==> config.mk <==
export PLATFORM = sky130hd
export DESIGN_NAME = udp_checksum_engine_top
export DESIGN_NICKNAME = d
export VERILOG_FILES = /design/src/hdl/udpcs_pkg.sv /design/src/hdl/udpcs_in_stage.sv /design/src/hdl/udpcs_core.sv /design/src/hdl/udp_checksum_engine_top.sv
export SDC_FILE = /design/constraint.sdc
export NUM_CORES = 1
export LEC_CHECK = 0
export ABC_AREA = 1
export BUFFER_PORTS_ARGS = -buffer_cell sky130_fd_sc_hd__buf_2
export CORE_MARGIN = 4
export CORE_UTILIZATION = 41
export CTS_CLUSTER_SIZE = 24
export DETAILED_ROUTE_END_ITERATION = 12
export PLACE_DENSITY = 0.68
export SLEW_MARGIN = 20
export SYNTH_ARGS = -nofsm -noshare
export SYNTH_HDL_FRONTEND = slang
export SYNTH_SLANG_ARGS = --single-unit
==> constraint.sdc <==
create_clock -name clk -period 19.8 [get_ports clk]
set_input_delay 1.98 -clock clk [delete_from_list [all_inputs] [get_ports clk]]
set_output_delay 1.98 -clock clk [all_outputs]
set_load 0.01 [all_outputs]
==> src/hdl/udpcs_pkg.sv <==
// Package: shared types, operation codes and ones' complement helpers for the UDP checksum engine.
`timescale 1ns / 1ps
`default_nettype none

package udpcs_pkg;

    localparam logic OP_HEADER = 1'b0;
    localparam logic OP_DATA   = 1'b1;

    localparam int unsigned FIELD_HI_OFFSET = 6;
    localparam int unsigned FIELD_LO_OFFSET = 7;
    localparam int unsigned OFFSET_LIMIT    = 8;

    localparam logic [15:0] ALL_ONES = 16'hFFFF;

    typedef struct packed {
        logic        operation;
        logic [31:0] source_address;
        logic [31:0] destination_address;
        logic [7:0]  protocol_number;
        logic [15:0] segment_length;
        logic [7:0]  data_byte;
        logic        last_byte;
    } item_t;

    // Two-operand ones' complement add with end-around carry.
    function automatic logic [15:0] ones_add(input logic [15:0] a, input logic [15:0] b);
        logic [16:0] s;
        logic [16:0] f;
        begin
            s = {1'b0, a} + {1'b0, b};
            f = {1'b0, s[15:0]} + {16'd0, s[16]};
            ones_add = f[15:0];
        end
    endfunction

    // Pseudo-header sum: one wide add of six words, then two carry folds.
    function automatic logic [15:0] pseudo_sum(input item_t it);
        logic [18:0] t;
        logic [16:0] a;
        logic [16:0] b;
        begin
            t = 19'(it.source_address[31:16]) + 19'(it.source_address[15:0])
              + 19'(it.destination_address[31:16]) + 19'(it.destination_address[15:0])
              + 19'(it.protocol_number) + 19'(it.segment_length);
            a = {1'b0, t[15:0]} + {14'd0, t[18:16]};
            b = {1'b0, a[15:0]} + {16'd0, a[16]};
            pseudo_sum = b[15:0];
        end
    endfunction

endpackage

`default_nettype wire

==> src/hdl/udpcs_in_stage.sv <==
// Input register stage: captures one item per cycle while item_stall is low and holds it until the core takes it.
`timescale 1ns / 1ps
`default_nettype none

module udpcs_in_stage (
    input  wire                  clk,
    input  wire                  rst_n,
    input  wire                  item_valid,
    output logic                 item_stall,
    input  udpcs_pkg::item_t     item_in,
    input  wire                  take,
    output logic                 held_valid,
    output udpcs_pkg::item_t     held_item
);

    logic             valid_reg;
    logic             valid_next;
    udpcs_pkg::item_t item_reg;
    logic             load;

    // Free when empty or when the core consumes the held item this cycle.
    assign item_stall = valid_reg && !take;
    assign load       = item_valid && !item_stall;
    assign valid_next = load ? 1'b1 : (take ? 1'b0 : valid_reg);

    always_ff @(posedge clk or negedge rst_n)
    begin
        if (!rst_n)
        begin
            valid_reg <= 1'b0;
        end
        else
        begin
            valid_reg <= valid_next;
        end
    end

    always_ff @(posedge clk)
    begin
        if (load)
        begin
            item_reg <= item_in;
        end
    end

    assign held_valid = valid_reg;
    assign held_item  = item_reg;

endmodule

`default_nettype wire

==> src/hdl/udpcs_core.sv <==
// Checksum core: segment state, at most one ones' complement add per data item, result register.
`timescale 1ns / 1ps
`default_nettype none

module udpcs_core (
    input  wire                  clk,
    input  wire                  rst_n,
    input  wire                  transmit_mode,
    input  wire                  held_valid,
    input  udpcs_pkg::item_t     held_item,
    output logic                 take,
    output logic                 result_valid,
    input  wire                  result_stall,
    output logic [15:0]          checksum_value,
    output logic [15:0]          received_field
);

    logic [15:0] sum_reg, sum_next;
    logic [3:0]  offset_reg, offset_next;
    logic        odd_reg, odd_next;
    logic [7:0]  held_byte_reg, held_byte_next;
    logic [15:0] captured_reg, captured_next;

    logic        out_valid_reg, out_valid_next;
    logic [15:0] out_sum_reg, out_field_reg;

    logic        is_data;
    logic        is_last;
    logic        out_free;
    logic [7:0]  byte_eff;
    logic [15:0] cap_upd;
    logic [15:0] add_word;
    logic        do_add;
    logic [15:0] sum_upd;
    logic [15:0] csum;

    assign is_data  = (held_item.operation == udpcs_pkg::OP_DATA);
    assign is_last  = is_data && held_item.last_byte;
    assign out_free = !out_valid_reg || !result_stall;
    // Items without a result never wait on the output side.
    assign take     = held_valid && (!is_last || out_free);

    always_comb
    begin
        byte_eff = held_item.data_byte;
        cap_upd  = captured_reg;
        if (offset_reg == 4'(udpcs_pkg::FIELD_HI_OFFSET))
        begin
            cap_upd  = {held_item.data_byte, captured_reg[7:0]};
            byte_eff = 8'd0;
        end
        else if (offset_reg == 4'(udpcs_pkg::FIELD_LO_OFFSET))
        begin
            cap_upd  = {captured_reg[15:8], held_item.data_byte};
            byte_eff = 8'd0;
        end

        // Complete word, or a lone high byte padded with zero on the last item.
        if (odd_reg)
        begin
            add_word = {held_byte_reg, byte_eff};
            do_add   = 1'b1;
        end
        else
        begin
            add_word = {byte_eff, 8'd0};
            do_add   = held_item.last_byte;
        end
        sum_upd = do_add ? udpcs_pkg::ones_add(sum_reg, add_word) : sum_reg;

        csum = ~sum_upd;
        if (transmit_mode && (csum == 16'd0))
        begin
            csum = udpcs_pkg::ALL_ONES;
        end
    end

    always_comb
    begin
        sum_next       = sum_reg;
        offset_next    = offset_reg;
        odd_next       = odd_reg;
        held_byte_next = held_byte_reg;
        captured_next  = captured_reg;
        if (take)
        begin
            if (!is_data)
            begin
                sum_next       = udpcs_pkg::pseudo_sum(held_item);
                offset_next    = 4'd0;
                odd_next       = 1'b0;
                held_byte_next = 8'd0;
                captured_next  = 16'd0;
            end
            else if (is_last)
            begin
                sum_next       = 16'd0;
                offset_next    = 4'd0;
                odd_next       = 1'b0;
                held_byte_next = 8'd0;
                captured_next  = 16'd0;
            end
            else
            begin
                sum_next       = sum_upd;
                offset_next    = (offset_reg < 4'(udpcs_pkg::OFFSET_LIMIT)) ?
                                 offset_reg + 4'd1 : offset_reg;
                odd_next       = !odd_reg;
                held_byte_next = odd_reg ? 8'd0 : byte_eff;
                captured_next  = cap_upd;
            end
        end
    end

    assign out_valid_next = (take && is_last) ? 1'b1 :
                            (result_stall ? out_valid_reg : 1'b0);

    always_ff @(posedge clk or negedge rst_n)
    begin
        if (!rst_n)
        begin
            sum_reg       <= 16'd0;
            offset_reg    <= 4'd0;
            odd_reg       <= 1'b0;
            held_byte_reg <= 8'd0;
            captured_reg  <= 16'd0;
            out_valid_reg <= 1'b0;
        end
        else
        begin
            sum_reg       <= sum_next;
            offset_reg    <= offset_next;
            odd_reg       <= odd_next;
            held_byte_reg <= held_byte_next;
            captured_reg  <= captured_next;
            out_valid_reg <= out_valid_next;
        end
    end

    always_ff @(posedge clk)
    begin
        if (take && is_last)
        begin
            out_sum_reg   <= csum;
            out_field_reg <= cap_upd;
        end
    end

    assign result_valid   = out_valid_reg;
    assign checksum_value = out_sum_reg;
    assign received_field = out_field_reg;

endmodule

`default_nettype wire

==> src/hdl/udp_checksum_engine_top.sv <==
// Top level of the UDP checksum engine: ports, mode register, input stage and core.
`timescale 1ns / 1ps
`default_nettype none

// Channel   Handshake                  Payload
// ------    ------------------------   ------------------------------------------------
// item      item_valid / item_stall    operation, addresses, protocol, length, byte, last
// result    result_valid / result_stall checksum_value, received_field
// config    cfg_write_enable           cfg_write_data (transmit_mode)
//
// One item per cycle sustained while no last-byte item waits on a held result; each item
// takes one pass through a single 16-bit end-around-carry add (header items: one six-word
// add and two carry folds). A result is registered in the input stage and then in the
// result register after its last byte is accepted at the item port.
// Reset clears the segment state, the mode register and both valid flags.
// A held result stalls only the last-byte item behind it; header and other
// data items keep flowing into the core meanwhile, until that item waits in the input stage.

module udp_checksum_engine_top (
    input  wire         clk,
    input  wire         rst_n,

    input  wire         cfg_write_enable,
    input  wire         cfg_write_data,

    input  wire         item_valid,
    output logic        item_stall,
    input  wire         operation,
    input  wire  [31:0] source_address,
    input  wire  [31:0] destination_address,
    input  wire  [7:0]  protocol_number,
    input  wire  [15:0] segment_length,
    input  wire  [7:0]  data_byte,
    input  wire         last_byte,

    output logic        result_valid,
    input  wire         result_stall,
    output logic [15:0] checksum_value,
    output logic [15:0] received_field
);

    logic             transmit_mode_reg;
    logic             transmit_mode_next;
    udpcs_pkg::item_t item_in;
    udpcs_pkg::item_t held_item;
    logic             held_valid;
    logic             take;

    // Mode register: the user must write it only while the engine is idle; the block does not enforce this.
    assign transmit_mode_next = cfg_write_enable ? cfg_write_data : transmit_mode_reg;

    always_ff @(posedge clk or negedge rst_n)
    begin
        if (!rst_n)
        begin
            transmit_mode_reg <= 1'b0;
        end
        else
        begin
            transmit_mode_reg <= transmit_mode_next;
        end
    end

    assign item_in.operation           = operation;
    assign item_in.source_address      = source_address;
    assign item_in.destination_address = destination_address;
    assign item_in.protocol_number     = protocol_number;
    assign item_in.segment_length      = segment_length;
    assign item_in.data_byte           = data_byte;
    assign item_in.last_byte           = last_byte;

    udpcs_in_stage u_in_stage (
        .clk        (clk),
        .rst_n      (rst_n),
        .item_valid (item_valid),
        .item_stall (item_stall),
        .item_in    (item_in),
        .take       (take),
        .held_valid (held_valid),
        .held_item  (held_item)
    );

    udpcs_core u_core (
        .clk            (clk),
        .rst_n          (rst_n),
        .transmit_mode  (transmit_mode_reg),
        .held_valid     (held_valid),
        .held_item      (held_item),
        .take           (take),
        .result_valid   (result_valid),
        .result_stall   (result_stall),
        .checksum_value (checksum_value),
        .received_field (received_field)
    );

endmodule

`default_nettype wire

==> metrics.txt <==
status=completed; synthesized flop and latch total=178; crit share post-route=0.422; largest net degree at the start of global routing=80; # nets final=~1700; row cnt=between 60 and 70; Power per Cell Area=around 150 nW/um^2; grt total ovfl=0; n_diodes=0; Post-synth top flop=edfxtp_1; largest area contributor in the netlist=edfxtp_1; most frequent cell on the critical path=nand2_1; Netlist Area Pre-Place=11700 sq um; top post-synthesis cells by area=edfxtp_1, nand2_1, dfrtp_1, inv_1, ha_1; startpoint class of the critical path=register; setup tns final=0 ps; Post-synth top cells=nand2_1, inv_1, edfxtp_1, nand3_1, nor2_1; first-pass GRT wire length=approximately 44 mm; via count=between 9000 and 10000; worst-path fanout max=5; top-count cell post-synth=nand2_1; post-route ant nets=0; antenna violations before repair=0; Max Transition Viols Final=0; simple-gate share of the synthesized area=0.231; Slew headroom=0.350; postcts setup bufs=0; port bufs=around 140; HP Class=reg -> reg; Final Hold Fails=0; Synth Area in Compound Gates=0.0766; DIE HEIGHT=177 um; register area share after synthesis=0.437; global placer's final weighted congestion=approximately 0.93; Post-Synth XOR/XNOR Area=0.0171; max_cap viols=0; Peak VDD IR=0.0000653 V; post-layout util=0.482; RSZ-0062 raised after global routing=no; io pins=138; Post-Synth Adder-Cell Area=0.149; slowest CP cell=fa_1; H-tree depth=4; Mapped Cells=between 1000 and 1500; Remaining DRCs=0; Largest stage delay, worst path=about 520 ps; Die ar.=31300 sq um; Worst Hold Depth=2; Syn Nets=approximately 1600; crit path time final=between 8000 and 9000 ps; critical setup path kind=reg -> reg; 1st-iter DRT viols=376; EDFF count, synth=130; Max clock buf depth=2; CTS clk-pin slew, worst paths=about 90 ps; Hold-fix buffers, CTS=0; largest family of logic cells by synthesized area=simple AND/OR/NAND/NOR gates; drt via density=about 4.8; cell area after layout=between 10000 and 15000 sq um; post-synth top area share=0.334; worst slew pin tran=~1000 ps; detailed placement HPWL=slightly above 20 mm; share of layout cells above drive strength 1=0.142; Achievable Freq=between 100 and 150 MHz; PostCTS Resize Cnt=0; CTS Root Buffer Type=clkbuf_16; Synth warnings=0; WL final=26.1 mm; reg2reg path depth=51; total CTS buffers=17; Yosys cell types=42; Core ar.=approximately 28000 sq um; ys async rst share=0.270; vias in the first global route=roughly 9200; Leakage=around 6.8 nW; Post-Place Cell Area=approximately 13000 sq um; Routed WL per cell=13.6 um; multiplexer share of the synthesized area=0; CP arrival=~8700 ps; required time at the worst-slack endpoint=about 20000 ps; synth-to-layout area growth=15.3%; TritonCTS clock tree=built; Total Routing Usage GR=0.173; sink count of the clock tree=178; Layout Skew=around 13 ps; Setup crit end kind=register; Final setup viols=0; FILL cells=between 2000 and 3000; max reg flops=98; Starting Density=0.418; DIE WIDTH=between 150 and 200 um; Worst-Skew Late Latency=450 ps; post-synthesis average cell area=approximately 8.5 sq um; total iterations of the first detailed-routing run=5
metal layers:
| layer | vias up | wire length (um) | share of wire | global-route usage |
|---|---|---|---|---|
| li1 | 4771 | - | - | - |
| met1 | 4236 | 11700 | 0.45 | 0.221 |
| met2 | 171 | 12800 | 0.49 | 0.304 |
| met3 | 30 | 981 | 0.038 | 0.0265 |
| met4 | 0 | 525 | 0.020 | 0.0529 |
| met5 | - | 0 | 0 | 0 |
critical path: cells and delay by family, from the launching register on:
kind,cells,cell delay (ps)
compound gates,9,1420
simple gates,26,2810
buf+inv,5,310
flops,1,330
fa+ha+maj,9,2830
xor+xnor,2,550
through the flow:
step           hold WS [ps]  worst slack, ps  cells  power [mW]
2_1_floorplan           453            12520   1380        1.38
3_3_place_gp            475            11680   1884        1.64
3_5_place_dp            491            11400   1884        1.65
4_1_cts                 509            11360   1916        2.03
5_1_grt                 552            10420   1916        2.24
6_report                509            11450   1916        2.02
worst paths after layout:
path | start | endpoint | slack [ps]
max | u_in_stage.held_item[81]$_DFFE_PP_ | u_core.sum_reg[12]$_DFFE_PN0P_ | 11450
min | u_core.held_byte_reg[0]$_DFFE_PN0P_ | u_core.held_byte_reg[0]$_DFFE_PN0P_ | 510
max reg2reg | u_in_stage.held_item[81]$_DFFE_PP_ | u_core.sum_reg[12]$_DFFE_PN0P_ | 11450
min reg2reg | u_core.held_byte_reg[0]$_DFFE_PN0P_ | u_core.held_byte_reg[0]$_DFFE_PN0P_ | 510
max in group asynchronous | rst_n | u_core.held_byte_reg[3]$_DFFE_PN0P_ | 17700
min in group asynchronous | rst_n | transmit_mode_reg$_DFFE_PN0P_ | 1640
power by group:
group	internal, mW	leakage [nW]	switching, mW
sequential	0.443	1.88	0.0246
clock	0.178	0.308	0.186
combinational	0.396	4.56	0.791
total	1.02	6.75	1.00
kinds of logic after synthesis:
kind of cell             after synthesis
AO/OA/AOI/OAI                        161
XOR/XNOR                              22
adder cells (fa/ha/maj)              113
buffers and inverters                277
flip-flops                           178
AND/OR/NAND/NOR                      629
layout make-up:
type                       instances  area, sq um  area share
multi-input combinational        925         5540       0.411
timing repair buffer             143          731      0.0542
clock inverter                    15          218      0.0162
tap                              378          473      0.0351
sequential                       178         5100       0.379
clock buffer                      17          425      0.0316
inverter                         260          976      0.0725
layout by cell type, fill, tap and decap left out, types with 10 or more instances in the layout:
master,synthesis,final
nand2_1,356,356
inv_1,257,257
buf_2,1,137
edfxtp_1,130,130
nand3_1,99,99
nor2_1,94,92
ha_1,70,70
a21oi_1,57,57
o21ai_0,53,53
dfrtp_1,48,48
fa_1,43,43
o22ai_1,23,23
nand4_1,19,19
clkbuf_16,0,17
xor2_1,16,16
nand2_2,16,16
nor3_1,15,15
a31oi_1,10,10
nor2_2,9,10
(Power assumes the default switching activity.)
